File: config.mk
export PLATFORM = sky130hd
export DESIGN_NAME = interval_subdivision_grid_unit_flat
export DESIGN_NICKNAME = d
export VERILOG_FILES = /design/src/rtl/isg_pkg.sv /design/src/rtl/isg_intf.sv /design/src/rtl/isg_divider.sv /design/src/rtl/isg_datapath.sv /design/src/rtl/isg_ctrl.sv /design/src/rtl/interval_subdivision_grid_unit.sv /design/src/flat_wrapper.sv
export VERILOG_INCLUDE_DIRS = /design/src /design/src/rtl
export SDC_FILE = /design/constraint.sdc
export NUM_CORES = 1
export LEC_CHECK = 0
export BUFFER_PORTS_ARGS = -buffer_cell sky130_fd_sc_hd__buf_2
export CORE_MARGIN = 5
export CORE_UTILIZATION = 40
export CTS_CLUSTER_SIZE = 30
export DETAILED_ROUTE_END_ITERATION = 10
export PLACE_DENSITY_LB_ADDON = 0.1
export REMOVE_ABC_BUFFERS = 1
export SLEW_MARGIN = 40
export SYNTH_ARGS = -nofsm -noshare
export SYNTH_HDL_FRONTEND = slang
export SYNTH_SLANG_ARGS = --single-unit
File: constraint.sdc
create_clock -name clk -period 5.67 [get_ports clk]
set_clock_uncertainty 0.15 [all_clocks]
set_input_delay 1.134 -clock clk [delete_from_list [all_inputs] [get_ports clk]]
set_output_delay 1.134 -clock clk [all_outputs]
set_load 0.01 [all_outputs]
File: src/rtl/assert_macros.svh
// ----------------------------------------------------------------------------
// assert_macros.svh
// Assertion macros shared by the subdivision grid RTL; empty when SYNTH is set.
// ----------------------------------------------------------------------------
`ifndef ASSERT_MACROS_SVH
`define ASSERT_MACROS_SVH
`ifndef SYNTH
// Plain property, checked on every clock edge outside reset.
`define ISG_ASSERT(lbl, clk, rst, prop, msg) \
  lbl: assert property (@(posedge clk) disable iff (rst) prop) else $error(msg);
// Overlapping implication, checked outside reset.
`define ISG_ASSERT_IMPL(lbl, clk, rst, ante, cons, msg) \
  lbl: assert property (@(posedge clk) disable iff (rst) ante |-> cons) else $error(msg);
`else
`define ISG_ASSERT(lbl, clk, rst, prop, msg)
`define ISG_ASSERT_IMPL(lbl, clk, rst, ante, cons, msg)
`endif
`endif

File: src/rtl/isg_pkg.sv
// ----------------------------------------------------------------------------
// isg_pkg
// Shared widths, register indexes, controller states and command/status types.
// ----------------------------------------------------------------------------
package isg_pkg;

  localparam int BP_W       = 12;  // breakpoint_count and interval index
  localparam int TGT_W      = 16;  // target_steps
  localparam int CFG_IDX_W  = 2;
  localparam int CFG_DATA_W = 16;
  localparam int DIV_W      = BP_W; // divisor width of the shared divider

  localparam logic [CFG_IDX_W-1:0] CFG_BREAKPOINT_COUNT = 2'd0;
  localparam logic [CFG_IDX_W-1:0] CFG_TARGET_STEPS     = 2'd1;

  typedef enum logic [2:0] {
    S_IDLE,
    S_CALC,
    S_DERIVE,
    S_PREP,
    S_DIVIDE,
    S_EMIT
  } isg_state_t;

  typedef struct packed {
    logic cfg_write;     // capture a register write
    logic derive_clear;  // counts become zero
    logic derive_start;  // start surplus / breakpoint_count
    logic derive_load;   // load base and extra counts from divider
    logic item_load;     // capture a breakpoint request
    logic div_start_gap; // start gap / (inserts + 1)
    logic step_load;     // load step and first interior point
    logic emit_adv;      // a result was taken
  } isg_cmd_t;

  typedef struct packed {
    logic derive_trivial;
    logic div_done;
    logic no_inserts;
    logic run_last;
  } isg_status_t;

endpackage

File: src/rtl/isg_intf.sv
// ----------------------------------------------------------------------------
// isg_intf
// Valid/ready channel interfaces: breakpoint input, grid output, register write.
// ----------------------------------------------------------------------------
interface isg_in_if #(
  parameter int TIME_WIDTH = 32
);
  logic                  valid;
  logic                  ready;
  logic [TIME_WIDTH-1:0] breakpoint_time;

  modport source (output valid, output breakpoint_time, input ready);
  modport sink   (input valid, input breakpoint_time, output ready);
endinterface

interface isg_out_if #(
  parameter int TIME_WIDTH = 32
);
  logic                  valid;
  logic                  ready;
  logic [TIME_WIDTH-1:0] grid_time;
  logic                  run_last;
  logic                  schedule_last;

  modport source (output valid, output grid_time, output run_last, output schedule_last,
                  input ready);
  modport sink   (input valid, input grid_time, input run_last, input schedule_last,
                  output ready);
endinterface

interface isg_cfg_if import isg_pkg::*; ();
  logic                  valid;
  logic                  ready;
  logic [CFG_IDX_W-1:0]  index;
  logic [CFG_DATA_W-1:0] data;

  modport source (output valid, output index, output data, input ready);
  modport sink   (input valid, input index, input data, output ready);
endinterface

File: src/rtl/isg_divider.sv
// ----------------------------------------------------------------------------
// isg_divider
// Restoring divider, one quotient bit per cycle; done pulses after NUM_W steps.
// ----------------------------------------------------------------------------
module isg_divider #(
  parameter int NUM_W = 32,
  parameter int DEN_W = 12
) (
  input  logic             clk,
  input  logic             rst,
  input  logic             start,
  input  logic [NUM_W-1:0] dividend,
  input  logic [DEN_W-1:0] divisor,
  output logic             done,
  output logic [NUM_W-1:0] quotient,
  output logic [DEN_W-1:0] remainder
);

  localparam int CNT_W = $clog2(NUM_W + 1);

  logic [NUM_W-1:0] quo;
  logic [DEN_W-1:0] rem;
  logic [DEN_W-1:0] dsr;
  logic [CNT_W-1:0] cnt;
  logic             running;
  logic [DEN_W:0]   trial;
  logic [DEN_W:0]   diff;

  assign trial = {rem, quo[NUM_W-1]};
  assign diff  = trial - {1'b0, dsr};

  always_ff @(posedge clk) begin
    if (rst) begin
      running <= 1'b0;
      done    <= 1'b0;
      cnt     <= '0;
    end else begin
      done <= running && (cnt == CNT_W'(1));
      if (start) begin
        running <= 1'b1;
        cnt     <= CNT_W'(NUM_W);
      end else if (running) begin
        cnt <= cnt - CNT_W'(1);
        if (cnt == CNT_W'(1)) begin
          running <= 1'b0;
        end
      end
    end
  end

  // shift one dividend bit into the partial remainder, subtract when it fits
  always_ff @(posedge clk) begin
    if (start) begin
      quo <= dividend;
      rem <= '0;
      dsr <= divisor;
    end else if (running) begin
      if (!diff[DEN_W]) begin
        rem <= diff[DEN_W-1:0];
        quo <= {quo[NUM_W-2:0], 1'b1};
      end else begin
        rem <= trial[DEN_W-1:0];
        quo <= {quo[NUM_W-2:0], 1'b0};
      end
    end
  end

  assign quotient  = quo;
  assign remainder = rem;

endmodule

File: src/rtl/isg_datapath.sv
// ----------------------------------------------------------------------------
// isg_datapath
// Registers, schedule state, shared divider and grid point accumulator.
// ----------------------------------------------------------------------------
`include "assert_macros.svh"

module isg_datapath import isg_pkg::*; #(
  parameter int TIME_WIDTH = 32,
  parameter int MAX_RUN    = 64
) (
  input  logic                  clk,
  input  logic                  rst,
  input  isg_cmd_t              cmd,
  output isg_status_t           st,
  input  logic [CFG_IDX_W-1:0]  cfg_index,
  input  logic [CFG_DATA_W-1:0] cfg_data,
  input  logic [TIME_WIDTH-1:0] in_time,
  output logic [TIME_WIDTH-1:0] out_time,
  output logic                  out_run_last,
  output logic                  out_schedule_last
);

  localparam int RUN_W = $clog2(MAX_RUN);
  localparam logic [TIME_WIDTH-1:0] CAP_T = TIME_WIDTH'(MAX_RUN - 1);
  localparam logic [RUN_W:0]        CAP_R = (RUN_W + 1)'(MAX_RUN - 1);

  // schedule state
  logic [BP_W-1:0]       bp_count;
  logic [TGT_W-1:0]      target;
  logic [TIME_WIDTH-1:0] prev_time;
  logic [BP_W-1:0]       interval_index;
  logic [RUN_W-1:0]      base_inserts;
  logic [BP_W-1:0]       extra_intervals;

  // per-request working registers
  logic [TIME_WIDTH-1:0] bp_time;
  logic [RUN_W-1:0]      inserts;
  logic [TIME_WIDTH-1:0] step;
  logic [TIME_WIDTH-1:0] point;
  logic [RUN_W-1:0]      run_idx;

  logic [TGT_W-1:0]      surplus;
  logic [TIME_WIDTH-1:0] gap;
  logic [RUN_W:0]        ins_raw;
  logic [TIME_WIDTH-1:0] div_dividend;
  logic [DIV_W-1:0]      div_divisor;
  logic                  div_start;
  logic                  div_done;
  logic [TIME_WIDTH-1:0] div_quo;
  logic [DIV_W-1:0]      div_rem;
  logic                  final_bp;
  logic                  run_last;

  assign surplus  = target - TGT_W'(bp_count);
  assign gap      = (bp_time >= prev_time) ? (bp_time - prev_time) : '0;
  assign ins_raw  = {1'b0, base_inserts} + (RUN_W + 1)'(interval_index < extra_intervals);
  assign final_bp = (bp_count != '0) &&
                    (({1'b0, interval_index} + (BP_W + 1)'(1)) >= {1'b0, bp_count});
  assign run_last = (run_idx == inserts);

  assign div_start    = cmd.derive_start | cmd.div_start_gap;
  assign div_dividend = cmd.derive_start ? TIME_WIDTH'(surplus) : gap;
  assign div_divisor  = cmd.derive_start ? bp_count : (DIV_W'(inserts) + DIV_W'(1));

  isg_divider #(
    .NUM_W (TIME_WIDTH),
    .DEN_W (DIV_W)
  ) u_div (
    .clk       (clk),
    .rst       (rst),
    .start     (div_start),
    .dividend  (div_dividend),
    .divisor   (div_divisor),
    .done      (div_done),
    .quotient  (div_quo),
    .remainder (div_rem)
  );

  always_ff @(posedge clk) begin
    if (rst) begin
      bp_count        <= '0;
      target          <= '0;
      prev_time       <= '0;
      interval_index  <= '0;
      base_inserts    <= '0;
      extra_intervals <= '0;
    end else begin
      if (cmd.cfg_write) begin
        case (cfg_index)
          CFG_BREAKPOINT_COUNT: bp_count <= cfg_data[BP_W-1:0];
          CFG_TARGET_STEPS:     target   <= cfg_data[TGT_W-1:0];
          default: ;
        endcase
      end
      if (cmd.derive_clear) begin
        base_inserts    <= '0;
        extra_intervals <= '0;
      end
      if (cmd.derive_load) begin
        base_inserts    <= (div_quo > CAP_T) ? CAP_T[RUN_W-1:0] : div_quo[RUN_W-1:0];
        extra_intervals <= div_rem;
      end
      if (cmd.emit_adv && run_last) begin
        if (final_bp) begin
          prev_time      <= '0;
          interval_index <= '0;
        end else begin
          prev_time <= bp_time;
          if (bp_count != '0) begin
            interval_index <= interval_index + BP_W'(1);
          end
        end
      end
    end
  end

  always_ff @(posedge clk) begin
    if (cmd.item_load) begin
      bp_time <= in_time;
      inserts <= (ins_raw > CAP_R) ? CAP_R[RUN_W-1:0] : ins_raw[RUN_W-1:0];
      run_idx <= '0;
    end
    if (cmd.step_load) begin
      step  <= div_quo;
      point <= prev_time + div_quo;
    end
    if (cmd.emit_adv && !run_last) begin
      point   <= point + step;
      run_idx <= run_idx + RUN_W'(1);
    end
  end

  assign st.derive_trivial = (bp_count == '0) || (target <= TGT_W'(bp_count));
  assign st.div_done       = div_done;
  assign st.no_inserts     = (inserts == '0);
  assign st.run_last       = run_last;

  assign out_time          = run_last ? bp_time : point;
  assign out_run_last      = run_last;
  assign out_schedule_last = run_last && final_bp;

  `ISG_ASSERT_IMPL(a_point_in_gap, clk, rst, cmd.emit_adv && !run_last && (bp_time >= prev_time), point <= bp_time, "interior point passed its breakpoint")
  `ISG_ASSERT_IMPL(a_run_idx_bound, clk, rst, cmd.emit_adv, run_idx <= inserts, "run index beyond insert count")
  `ISG_ASSERT(a_first_point, clk, rst, cmd.step_load |=> point >= prev_time, "first interior point wrapped")

endmodule

File: src/rtl/isg_ctrl.sv
// ----------------------------------------------------------------------------
// isg_ctrl
// Sequencer: register writes, count derivation, gap division, result emission.
// ----------------------------------------------------------------------------
`include "assert_macros.svh"

module isg_ctrl import isg_pkg::*; (
  input  logic        clk,
  input  logic        rst,
  input  logic        cfg_valid,
  output logic        cfg_ready,
  input  logic        in_valid,
  output logic        in_ready,
  output logic        out_valid,
  input  logic        out_ready,
  input  isg_status_t st,
  output isg_cmd_t    cmd
);

  isg_state_t state;
  isg_state_t state_next;

  always_ff @(posedge clk) begin
    if (rst) begin
      state <= S_IDLE;
    end else begin
      state <= state_next;
    end
  end

  always_comb begin
    state_next = state;
    cmd        = '0;
    cfg_ready  = 1'b0;
    in_ready   = 1'b0;
    out_valid  = 1'b0;
    case (state)
      S_IDLE: begin
        cfg_ready = 1'b1;
        in_ready  = !cfg_valid;
        if (cfg_valid) begin
          cmd.cfg_write = 1'b1;
          state_next    = S_CALC;
        end else if (in_valid) begin
          cmd.item_load = 1'b1;
          state_next    = S_PREP;
        end
      end
      S_CALC: begin
        if (st.derive_trivial) begin
          cmd.derive_clear = 1'b1;
          state_next       = S_IDLE;
        end else begin
          cmd.derive_start = 1'b1;
          state_next       = S_DERIVE;
        end
      end
      S_DERIVE: begin
        if (st.div_done) begin
          cmd.derive_load = 1'b1;
          state_next      = S_IDLE;
        end
      end
      S_PREP: begin
        if (st.no_inserts) begin
          state_next = S_EMIT;
        end else begin
          cmd.div_start_gap = 1'b1;
          state_next        = S_DIVIDE;
        end
      end
      S_DIVIDE: begin
        if (st.div_done) begin
          cmd.step_load = 1'b1;
          state_next    = S_EMIT;
        end
      end
      S_EMIT: begin
        out_valid = 1'b1;
        if (out_ready) begin
          cmd.emit_adv = 1'b1;
          if (st.run_last) begin
            state_next = S_IDLE;
          end
        end
      end
      default: begin
        state_next = S_IDLE;
      end
    endcase
  end

  `ISG_ASSERT(a_run_end, clk, rst, (state == S_EMIT && out_ready && st.run_last) |=> state == S_IDLE, "did not return to idle after breakpoint")
  `ISG_ASSERT_IMPL(a_done_waited, clk, rst, st.div_done, state == S_DERIVE || state == S_DIVIDE, "divider finished with nobody waiting")
  `ISG_ASSERT_IMPL(a_derive_nonzero, clk, rst, cmd.derive_start, !st.derive_trivial, "derivation started with zero divisor")

endmodule

File: src/rtl/interval_subdivision_grid_unit.sv
// ----------------------------------------------------------------------------
// interval_subdivision_grid_unit
// Refines a breakpoint schedule into evenly spaced grid times per interval.
// ----------------------------------------------------------------------------
// Usage:
//   cfg        : register writes (index 0 breakpoint_count, 1 target_steps).
//                Other indexes are accepted and ignored. Each write re-derives
//                the per-interval counts; cfg and breakpoint ready stay low while
//                the counts are derived, and while the shared serial divider
//                runs when something is to be added.
//   breakpoint : one breakpoint time (Q8.24) per request, leading zero implied.
//   grid       : inserts + 1 results per breakpoint; interior points first,
//                the breakpoint itself last with run_last set.
// Timing: a request passes a setup state, then the serial divider
//   (skipped when the interval gets no interior points), then one result
//   per cycle while grid.ready is high, then a return to idle.
//   The bit-serial divider sets the floor on the time per breakpoint.
// Reset clears the registers, the previous time and the interval index.
// A stalled receiver holds the current result and the rest of the run;
// no new request is taken until the run is delivered.
// ----------------------------------------------------------------------------
module interval_subdivision_grid_unit import isg_pkg::*; #(
  parameter int TIME_WIDTH = 32,
  parameter int MAX_RUN    = 64
) (
  input logic      clk,
  input logic      rst,
  isg_cfg_if.sink  cfg,
  isg_in_if.sink   breakpoint,
  isg_out_if.source grid
);

  // command and status between sequencer and datapath
  isg_cmd_t    cmd;
  isg_status_t st;

  isg_ctrl u_ctrl (
    .clk       (clk),
    .rst       (rst),
    .cfg_valid (cfg.valid),
    .cfg_ready (cfg.ready),
    .in_valid  (breakpoint.valid),
    .in_ready  (breakpoint.ready),
    .out_valid (grid.valid),
    .out_ready (grid.ready),
    .st        (st),
    .cmd       (cmd)
  );

  // datapath holds the schedule state and drives the result payload
  isg_datapath #(
    .TIME_WIDTH (TIME_WIDTH),
    .MAX_RUN    (MAX_RUN)
  ) u_dp (
    .clk               (clk),
    .rst               (rst),
    .cmd               (cmd),
    .st                (st),
    .cfg_index         (cfg.index),
    .cfg_data          (cfg.data),
    .in_time           (breakpoint.breakpoint_time),
    .out_time          (grid.grid_time),
    .out_run_last      (grid.run_last),
    .out_schedule_last (grid.schedule_last)
  );

endmodule

File: src/flat_wrapper.sv
// flat-port wrapper written by rule: the top's interface ports become plain ports
module interval_subdivision_grid_unit_flat import isg_pkg::*;
#(
  parameter int TIME_WIDTH = 32,
  parameter int MAX_RUN    = 64
)
  (clk, rst, cfg_valid, cfg_index, cfg_data, cfg_ready, breakpoint_valid, breakpoint_breakpoint_time, breakpoint_ready, grid_valid, grid_grid_time, grid_run_last, grid_schedule_last, grid_ready);
  isg_cfg_if cfg_i ();
  isg_in_if #(.TIME_WIDTH(TIME_WIDTH)) breakpoint_i ();
  isg_out_if #(.TIME_WIDTH(TIME_WIDTH)) grid_i ();
  input logic clk;
  input logic rst;
  input wire logic [$bits(cfg_i.valid)-1:0] cfg_valid;
  input wire logic [$bits(cfg_i.index)-1:0] cfg_index;
  input wire logic [$bits(cfg_i.data)-1:0] cfg_data;
  output wire logic [$bits(cfg_i.ready)-1:0] cfg_ready;
  input wire logic [$bits(breakpoint_i.valid)-1:0] breakpoint_valid;
  input wire logic [$bits(breakpoint_i.breakpoint_time)-1:0] breakpoint_breakpoint_time;
  output wire logic [$bits(breakpoint_i.ready)-1:0] breakpoint_ready;
  output wire logic [$bits(grid_i.valid)-1:0] grid_valid;
  output wire logic [$bits(grid_i.grid_time)-1:0] grid_grid_time;
  output wire logic [$bits(grid_i.run_last)-1:0] grid_run_last;
  output wire logic [$bits(grid_i.schedule_last)-1:0] grid_schedule_last;
  input wire logic [$bits(grid_i.ready)-1:0] grid_ready;
  assign cfg_i.valid = cfg_valid;
  assign cfg_i.index = cfg_index;
  assign cfg_i.data = cfg_data;
  assign cfg_ready = cfg_i.ready;
  assign breakpoint_i.valid = breakpoint_valid;
  assign breakpoint_i.breakpoint_time = breakpoint_breakpoint_time;
  assign breakpoint_ready = breakpoint_i.ready;
  assign grid_valid = grid_i.valid;
  assign grid_grid_time = grid_i.grid_time;
  assign grid_run_last = grid_i.run_last;
  assign grid_schedule_last = grid_i.schedule_last;
  assign grid_i.ready = grid_ready;
  interval_subdivision_grid_unit #(.TIME_WIDTH(TIME_WIDTH), .MAX_RUN(MAX_RUN)) u_core (.clk(clk), .rst(rst), .cfg(cfg_i), .breakpoint(breakpoint_i), .grid(grid_i));
endmodule
## Word-level counts from Yosys, hierarchy flattened

Cells that the tools add are included.

| cells by class | value |
|---|---|
| $add $sub $neg | 11 |
| reduce and logical (&&, ||, !) cells | 23 |
| bitwise logic cells | 1 |
| eq/ne operators | 13 |
| order comparisons | 6 |
| mux-type cells | 52 |

Operator list:

| kind | count |
|---|---|
| $mux 32 | 8 |
| $mux 12 | 6 |
| $add 32x32->32 | 2 |
| $mux 6 | 7 |
| $ge 32x32->1 | 1 |
| $gt 32x6->1 const B | 1 |
| $sub 32x32->32 | 1 |
| $mux 1 | 22 |
| $mux 3 | 6 |
| $pmux 3 s6 | 1 |
| $le 16x12->1 | 1 |
| $sub 16x12->16 | 1 |
| $add 12x1->13 const B | 1 |
| $ge 13x12->1 | 1 |
| $sub 13x12->13 | 1 |
| $add 12x1->12 const B | 1 |
| $logic_not 12->1 | 1 |
| $lt 12x12->1 | 1 |
| $reduce_bool 12->1 | 1 |
| $reduce_bool 2->1 | 5 |
| $ne 2x2->1 const B | 4 |
| $add 6x1->7 | 1 |
| $add 6x1->7 const B | 1 |
| $gt 7x6->1 const B | 1 |
| 20 further kinds | 30 |

| word-level totals | value |
|---|---|
| input bits | 55 |
| logic and storage cells | 125 |
| flip-flop bits (word level) | 265 |
| output and inout bits | 37 |

## Depth between registers and ports, before layout

Gate-level depths: netlist of run 1.

| depth | value |
|---|---|
| depth after elaboration | 6 |
| depth in mapped cells | 15 |
| mapped depth without buffers | 15 |

## Hierarchy

Synthesis of run 1 repeated with hierarchy kept, for this count alone.

| second synthesis, totals | value |
|---|---|
| cells, all modules | 1987 |
| area total of the unflattened synthesis | 17908.4 um^2 |

Modules (own cells, without submodules):

| module | seq. area each (um^2) | instances | area each (um^2) | cells each |
|---|---|---|---|---|
| isg_datapath | 5044.8 | 1 | 14254.9 | 1651 |
| isg_divider | 1721.7 | 1 | 3347.0 | 298 |
| isg_ctrl | 60.1 | 1 | 306.5 | 38 |

## Worst setup path after synthesis of run 1

Ideal clock, no wire load.

| timing | value |
|---|---|
| path kind | reg-to-reg |
| from | register u_core.u_ctrl.state[2] |
| to | register u_core.u_dp.point[0] (enable) |
| setup time | 375 ps |
| path buffers | 1 |
| data required time | 5145 ps |
| stages on the path, launching flop included | 5 |
| data arrival time | 3653 ps |
| path slack | 1493 ps |
| clock period less this slack | 4177 ps |
| path through | dfxtp_1 clkbuf_1 nand2_1 nor3_1 or2_2 |

RTL lines:

| element | line | text |
|---|---|---|
| from (decl) | isg_ctrl.sv:20 | `isg_state_t state;` |
| from (signal assigned) | isg_ctrl.sv:27 | `state <= state_next;` |
| to (signal assigned) | isg_datapath.sv:125 | `point <= prev_time + div_quo;` |
| to (signal assigned) | isg_datapath.sv:128 | `point <= point + step;` |
| to (decl) | isg_datapath.sv:39 | `logic [TIME_WIDTH-1:0] point;` |

## Final worst setup path of run 1

| timing | value |
|---|---|
| from | register u_core.u_dp.interval_index[0] |
| to | output port grid_schedule_last |

| between the ends | value |
|---|---|
| cells in the longest elaborated chain, start to end | 4 |

RTL lines:

| element | line | text |
|---|---|---|
| from (decl) | isg_datapath.sv:31 | `logic [BP_W-1:0] interval_index;` |
| from (signal assigned) | isg_datapath.sv:110 | `interval_index <= interval_index + BP_W'(1);` |
| $add 12x1->13 | isg_datapath.sv:58 | `(({1'b0, interval_index} + (BP_W + 1)'(1)) >= {1'b0, bp_count});` |
| $ge 13x12->1 | isg_datapath.sv:58 |  |
| $logic_and 1x1->1 | isg_datapath.sv:57 | `assign final_bp = (bp_count != '0) &&` |
| $logic_and 1x1->1 | isg_datapath.sv:140 | `assign out_schedule_last = run_last && final_bp;` |
| to (decl) | flat_wrapper.sv:23 | `output wire logic [$bits(grid_i.schedule_last)-1:0] grid_schedule_last;` |

No other way between the ends.

==> impl_metrics.json, run 1 <==
{
  "cts_tree": "built",
  "grt_pass1_vias": 13855,
  "ys_warn_count": 0,
  "root_buffer": "clkbuf_16",
  "grt.overflow.total": 0,
  "die_y_um": 217.8,
  "postCtsSetupBuffers": 0,
  "grt_usage_pct": 20.65,
  "synth_seq_cells": 265,
  "yosys.area.top_type": "edfxtp_1",
  "drc": 0,
  "ys_types": 80,
  "syn_area_sq_um": 17270,
  "grt_max_degree": 46,
  "syn_avg_cell_area_sq_um": 9.440,
  "multiInputGateArea_sq_um": 9838,
  "cts_htree_levels": 2,
  "wl_per_cell_um": 19.70,
  "initial_core_util_pct": 40.26,
  "vias": 13976,
  "route.antenna.remaining_nets": 0,
  "dp_hpwl_mm": 36.94,
  "async_flop_share_pct": 0,
  "viasPerCell": 5.548,
  "end_kind": "output port",
  "diodes": 0,
  "pwr_density_cell_nw_per_um2": 339.4,
  "dieArea_sq_um": 47420,
  "timing.hold.ws_ps": 315.3,
  "tightest_slew_ps": 796.9,
  "vdd_drop_max_mv": 0.1628,
  "wirelength_mm": 49.62,
  "core_area_sq_um": 42890,
  "cts_resized": 0,
  "setup_viol": 0,
  "clock_sinks": 265,
  "min_period_ps": 4730,
  "slew_headroom_pct": 46.55,
  "synth_area_leaders": "edfxtp_1, dfxtp_1, ha_1, a21oi_1, xnor2_1",
  "worst-path-max-fanout": 7,
  "syn_inst": 1829,
  "cts_buffer_depth": 3,
  "ios": 92,
  "final_layout_size_suffix_gt1_share_pct": 11.43,
  "grt_pass1_wl_mm": 77.42,
  "synth_top_area_share_pct": 26.44,
  "cp.required_ps": 4390,
  "ys_seq_area_share_pct": 39.54,
  "power_leakage_nw": 7.868,
  "startpoint_type": "flip-flop",
  "num_rows": 76,
  "die_w_um": 217.8,
  "max_freq_mhz": 211.4,
  "yosysMostFrequentCell": "edfxtp_1",
  "portBuffers": 91,
  "place_congestion": 0.8660,
  "dr.first_iter.drc_count": 844,
  "area_growth_pct": 13.02,
  "fin_tns_setup_ps": 0,
  "maxCapViolations": 0,
  "antenna_found_initial": 0,
  "hp-class": "flip-flop to flip-flop",
  "register_area_sq_um": 6828,
  "rsz0062_at_grt": "no",
  "slew_viol_final": 0,
  "detail_route.first_pass.iterations": 7,
  "cts_buffers": 35,
  "n_fill_cell": 4146,
  "status": "completed",
  "synth-edff-count": 152,
  "path_class": "flip-flop to output port",
  "ys_top_cells_by_count": "edfxtp_1, a21oi_1, ha_1, nand2_1, nor2_1",
  "cp.arrival_ps": 3450,
  "clk_latency_ps": 560,
  "layout.nets": 2117,
  "hold_viol": 0,
  "holdBufCountCts": 0,
  "synth_top_flop_cell": "edfxtp_1",
  "fin_crit_sh_pct": 83.43,
  "clk_pin_slew_ps": 60
}
-- metrics by stage --
stage | instance area (sq um) | setup slack (ps) | util (%) | power (mW) | instances
after global placement | 18340 | 1568 | 42.77 | 4.388 | 2456
after detailed placement | 18360 | 1519 | 42.82 | 4.398 | 2456
after CTS | 19510 | 949.7 | 45.50 | 6.685 | 2519
after floorplan | 17010 | 1607 | - | 3.818 | 1765
after global routing | 19510 | 683.7 | 45.50 | 7.001 | 2519
final | 19510 | 939.5 | 45.50 | 6.622 | 2519
-- per-layer routing --
layer	wire length, um	track usage, %	vias to the layer above
met3	2431	3.554	79
met4	1655	7.013	0
met1	23060	27.77	6652
met5	0	0	-
met2	22470	33.87	339
li1	-	-	6906
-- flip-flops by register name (all words and copies together) (netlist names), 12 cells and up --
name                         count
u_core.u_dp.bp_count            12
u_core.u_dp.bp_time             32
u_core.u_dp.extra_intervals     12
u_core.u_dp.interval_index      12
u_core.u_dp.point               32
u_core.u_dp.prev_time           32
u_core.u_dp.step                32
u_core.u_dp.target              16
u_core.u_dp.u_div.dsr           12
u_core.u_dp.u_div.quotient      32
u_core.u_dp.u_div.remainder     12
-- cell type report --
cell class	count	share of cell area, %
Tap cell	585	3.751
Timing Repair Buffer	106	2.924
Inverter	105	2.020
Sequential cell	265	34.99
Multi-Input combinational cell	1395	50.42
Clock inverter	14	0.7438
Clock buffer	49	5.149
-- power by group --
group / switching [mW] / internal [mW] / leakage, nW
Combinational: 1.04 / 0.746 / 5.00
Sequential: 0.265 / 2.33 / 2.30
Clock: 0.878 / 1.37 / 0.567
-- cells by family (layout without fill, tap and decap cells) --
logic type               count (synthesis)  after routing  share of synthesized area, %
XOR/XNOR                               131            131                         6.645
AO/OA/AOI/OAI                          523            523                         19.68
adder cells (fa/ha/maj)                154            154                         11.38
flip-flops                             265            265                         39.54
multiplexers                            77             77                         4.725
buffers and inverters                  169            274                         3.747
AND/OR/NAND/NOR                        510            510                         14.28
-- critical path, cell delays in order, from the launching register on --
cell and delay (ps):
dfxtp_1 440, ha_1 260, nand2_1 70, nor2_1 170, and3_1 260, nand3_1 110, xnor2_1 230, ha_1 290
a21o_1 160, a221o_1 390, nand2_1 80, and3_1 200, nor2_1 70, buf_2 170
-- cell usage in the layout, fill, tap and decap left out, types with 38 or more instances in the layout --
| master | n |
|---|---|
| edfxtp_1 | 152 |
| a21oi_1 | 150 |
| ha_1 | 149 |
| nand2_1 | 137 |
| nor2_1 | 134 |
| dfxtp_1 | 112 |
| inv_1 | 102 |
| o21ai_0 | 98 |
| buf_2 | 90 |
| xnor2_1 | 78 |
| xor2_1 | 53 |
| a21o_1 | 52 |
| a22o_1 | 47 |
| nand3_1 | 41 |
| mux2i_1 | 41 |
| nand2b_1 | 38 |
-- worst paths after layout --
check                           slack, ps  cells past startpoint                            end                           from
worst max-delay path                  940                     13             grid_schedule_last  u_core.u_dp.interval_index[0]
worst min-delay path                  320                      2    u_core.u_dp.base_inserts[0]    u_core.u_dp.base_inserts[0]
worst max register to register       1460                     13  u_core.u_dp.u_div.quotient[2]        u_core.u_dp.bp_count[0]
worst min register to register        320                      2    u_core.u_dp.base_inserts[0]    u_core.u_dp.base_inserts[0]
No activity file was read; power rests on OpenSTA's default activity.
==> inputs of run 2 (changes only) <==
--- a/config.mk
+++ b/config.mk
@@ -6,6 +6,7 @@
 export SDC_FILE = /design/constraint.sdc
 export NUM_CORES = 1
 export LEC_CHECK = 0
+export ABC_AREA = 1
 export BUFFER_PORTS_ARGS = -buffer_cell sky130_fd_sc_hd__buf_2
 export CORE_MARGIN = 5
 export CORE_UTILIZATION = 40
==> constraint.sdc (replaced) <==
create_clock -name clk -period 3.9 [get_ports clk]
set_clock_uncertainty 0.15 [all_clocks]
set_input_delay 0.78 -clock clk [delete_from_list [all_inputs] [get_ports clk]]
set_output_delay 0.78 -clock clk [all_outputs]
set_load 0.01 [all_outputs]
==> run 2 against run 1 <==
  * Via count increased by 31%
  * Global-route usage increased by 3.6 points
  * Highest routed layer is now met5
  * Worst hold slack got worse by 61 ps
  * Non-clock buffer count increased by 13
  * Clock power increased by 47%
  * Design area increased by 12%
  * Area after synthesis increased by 12%
  * Combinational power increased to 2.7 times the previous value
  * Register-to-register slack got worse by 740 ps
  * Sequential cell count unchanged
  * Total power increased by 86%
  * Die area increased by 12%
==> impl_metrics.json, run 2 <==
{
  "status": "completed",
  "cts_htree_levels": 2,
  "grt_usage_pct": 24.29,
  "final_layout_size_suffix_gt1_share_pct": 8.136,
  "worst-path-max-fanout": 4,
  "slew_headroom_pct": 51.45,
  "core_area_sq_um": 47850,
  "final_common_cell": "nand2_1",
  "synth_area_leaders": "edfxtp_1, nand2_1, dfxtp_1, ha_1, inv_1",
  "cts_tree": "built",
  "dp_slack_ps": 390.6,
  "grt_max_degree": 48,
  "yosys.area.top_type": "edfxtp_1",
  "grt.overflow.total": 0,
  "ys_types": 50,
  "hp-class": "input port to flip-flop",
  "die_y_um": 230.1,
  "synth_top_flop_cell": "edfxtp_1",
  "path_class": "flip-flop to output port",
  "cts_buffer_depth": 3,
  "yosysMostFrequentCell": "nand2_1",
  "min_period_ps": 3756,
  "layout.nets": 3096,
  "fin_crit_sh_pct": 96.30,
  "dp_hpwl_mm": 53.00,
  "power_leakage_nw": 10.11,
  "hold_viol": 0,
  "pwr_density_cell_nw_per_um2": 563.0,
  "vdd_drop_max_mv": 0.4922,
  "end_kind": "output port",
  "synth_top_area_share_pct": 23.56,
  "crit_slowest_cell": "dfxtp_4",
  "viasPerCell": 5.194,
  "cts_buffers": 35,
  "synth-edff-count": 152,
  "root_buffer": "clkbuf_16",
  "die_w_um": 230.1,
  "grt_pass1_wl_mm": 101.1,
  "syn_avg_cell_area_sq_um": 6.943,
  "ys_seq_area_share_pct": 35.24,
  "setup_viol": 0,
  "place_congestion": 0.9641,
  "ys_top_cells_by_count": "nand2_1, inv_1, nor2_1, a21oi_1, nand3_1",
  "dieArea_sq_um": 52930,
  "wl_per_cell_um": 18.68,
  "tightest_slew_ps": 727.3,
  "portBuffers": 91,
  "cp_slowest_stage_delay_ps": 380,
  "max_freq_mhz": 266.3,
  "timing.hold.ws_ps": 254.6,
  "startpoint_type": "flip-flop",
  "clk_pin_slew_ps": 60,
  "clk_latency_ps": 550,
  "diodes": 0,
  "cp.required_ps": 2970,
  "drc": 0,
  "initial_core_util_pct": 40.49,
  "cpMostUsedCell": "nand2_4",
  "num_rows": 80,
  "dr.first_iter.drc_count": 938,
  "mostFrequentLayoutCells": "nand2_1, inv_1, nor2_1",
  "area_growth_pct": 13.02,
  "maxCapViolations": 0,
  "grt_pass1_vias": 18073,
  "syn_area_sq_um": 19370,
  "async_flop_share_pct": 0,
  "cp.arrival_ps": 2830,
  "antenna_found_initial": 1,
  "slew_viol_final": 0,
  "vias": 18323,
  "detail_route.first_pass.iterations": 6,
  "route.antenna.remaining_nets": 0,
  "clock_sinks": 265,
  "layout_setup_ws_ps": 144.2,
  "syn_inst": 2790,
  "crit_chain": "ha_4 > nand3_4 > nor2_4 > nand2_4 > buf_6 > xnor2_4 > ha_4 > nand2_1 > inv_1 > nand4_1 > nor2_1 > nor2_1 > nand2_1 > nand2_2 > nand2_4 > nand2_4 > nor2_2 > buf_2",
  "ys_warn_count": 0,
  "ios": 92,
  "wirelength_mm": 65.92,
  "holdBufCountCts": 0,
  "synth_seq_cells": 265
}
run 2: cell count changes after synthesis, moves of 67 or more:
cell,before,now
nand3_1,42,190
nand2_1,137,899
nor2_1,135,281
a21oi_1,151,218
o21ai_0,98,167
inv_1,102,307
run 2: final cells by class:
type	instances	area, sq um
sequential	265	6835
inverter	315	1187
timing repair buffer	119	701.9
fill	5092	25950
clock buffer	46	1032
clock inverter	17	136.4
multi-input combinational	2151	11230
tap	615	769.5
run 2: critical path, delay by kind of cell, from the launching register on:
kind | cells | cell delay, ps
AND/OR/NAND/NOR | 12 | 990
buffers and inverters | 3 | 320
XOR/XNOR | 1 | 130
flip-flops | 1 | 380
adder cells (fa/ha/maj) | 2 | 430
run 2: cells by family after synthesis:
kind of cell,share of synthesized area (%)
simple gates,32.52
compound gates,11.57
buf+inv,7.705
flops,35.24
fa+ha+maj,10.14
xor+xnor,2.713
mux,0.1098
run 2: power by group:
part	internal [mW]	total [mW]	switching (mW)
Clock	1.95	3.30	1.35
Sequential	3.68	4.30	0.618
Combinational	1.56	4.73	3.17
run 2: timing repair:
item,4_1_cts,5_1_grt
setup endpoints to repair,1,1
buffers inserted,1,2
endpoints found under the hold margin,0,0
resized for setup,10,27
pin swaps,1,15
run 2: per-stage QoR:
step / area, sq um / setup TNS, ps / power [mW] / util, % / std cells
finish: 21890 / 0 / 12.33 / 45.76 / 3528
floorplan: 19060 / 0 / 7.350 / - / 2731
global placement: 20520 / 0 / 9.041 / 42.89 / 3461
detailed placement: 20540 / 0 / 9.062 / 42.93 / 3462
CTS: 21750 / 0 / 12.44 / 45.46 / 3526
global route: 21890 / -19.75 / 13.23 / 45.76 / 3528
run 2: routing by layer:
| metal | up-vias | track usage [%] | wire length (um) |
|---|---|---|---|
| met2 | 371 | 43.94 | 32440 |
| met4 | 2 | 8.649 | 2502 |
| li1 | 9389 | - | - |
| met3 | 107 | 2.862 | 2420 |
| met5 | - | 0 | 13 |
| met1 | 8454 | 29.87 | 28540 |
run 2: worst paths after layout:
| check | end | slack [ps] | startpoint | depth (start not counted) |
|---|---|---|---|---|
| max reg2reg | u_core.u_dp.u_div.quotient[2] | 720 | u_core.u_dp.bp_count[10] | 13 |
| min | u_core.u_dp.bp_time[0] | 250 | breakpoint_breakpoint_time[0] | 1 |
| min reg2reg | u_core.u_dp.target[0] | 310 | u_core.u_dp.target[0] | 2 |
| max | grid_schedule_last | 140 | u_core.u_dp.interval_index[0] | 18 |
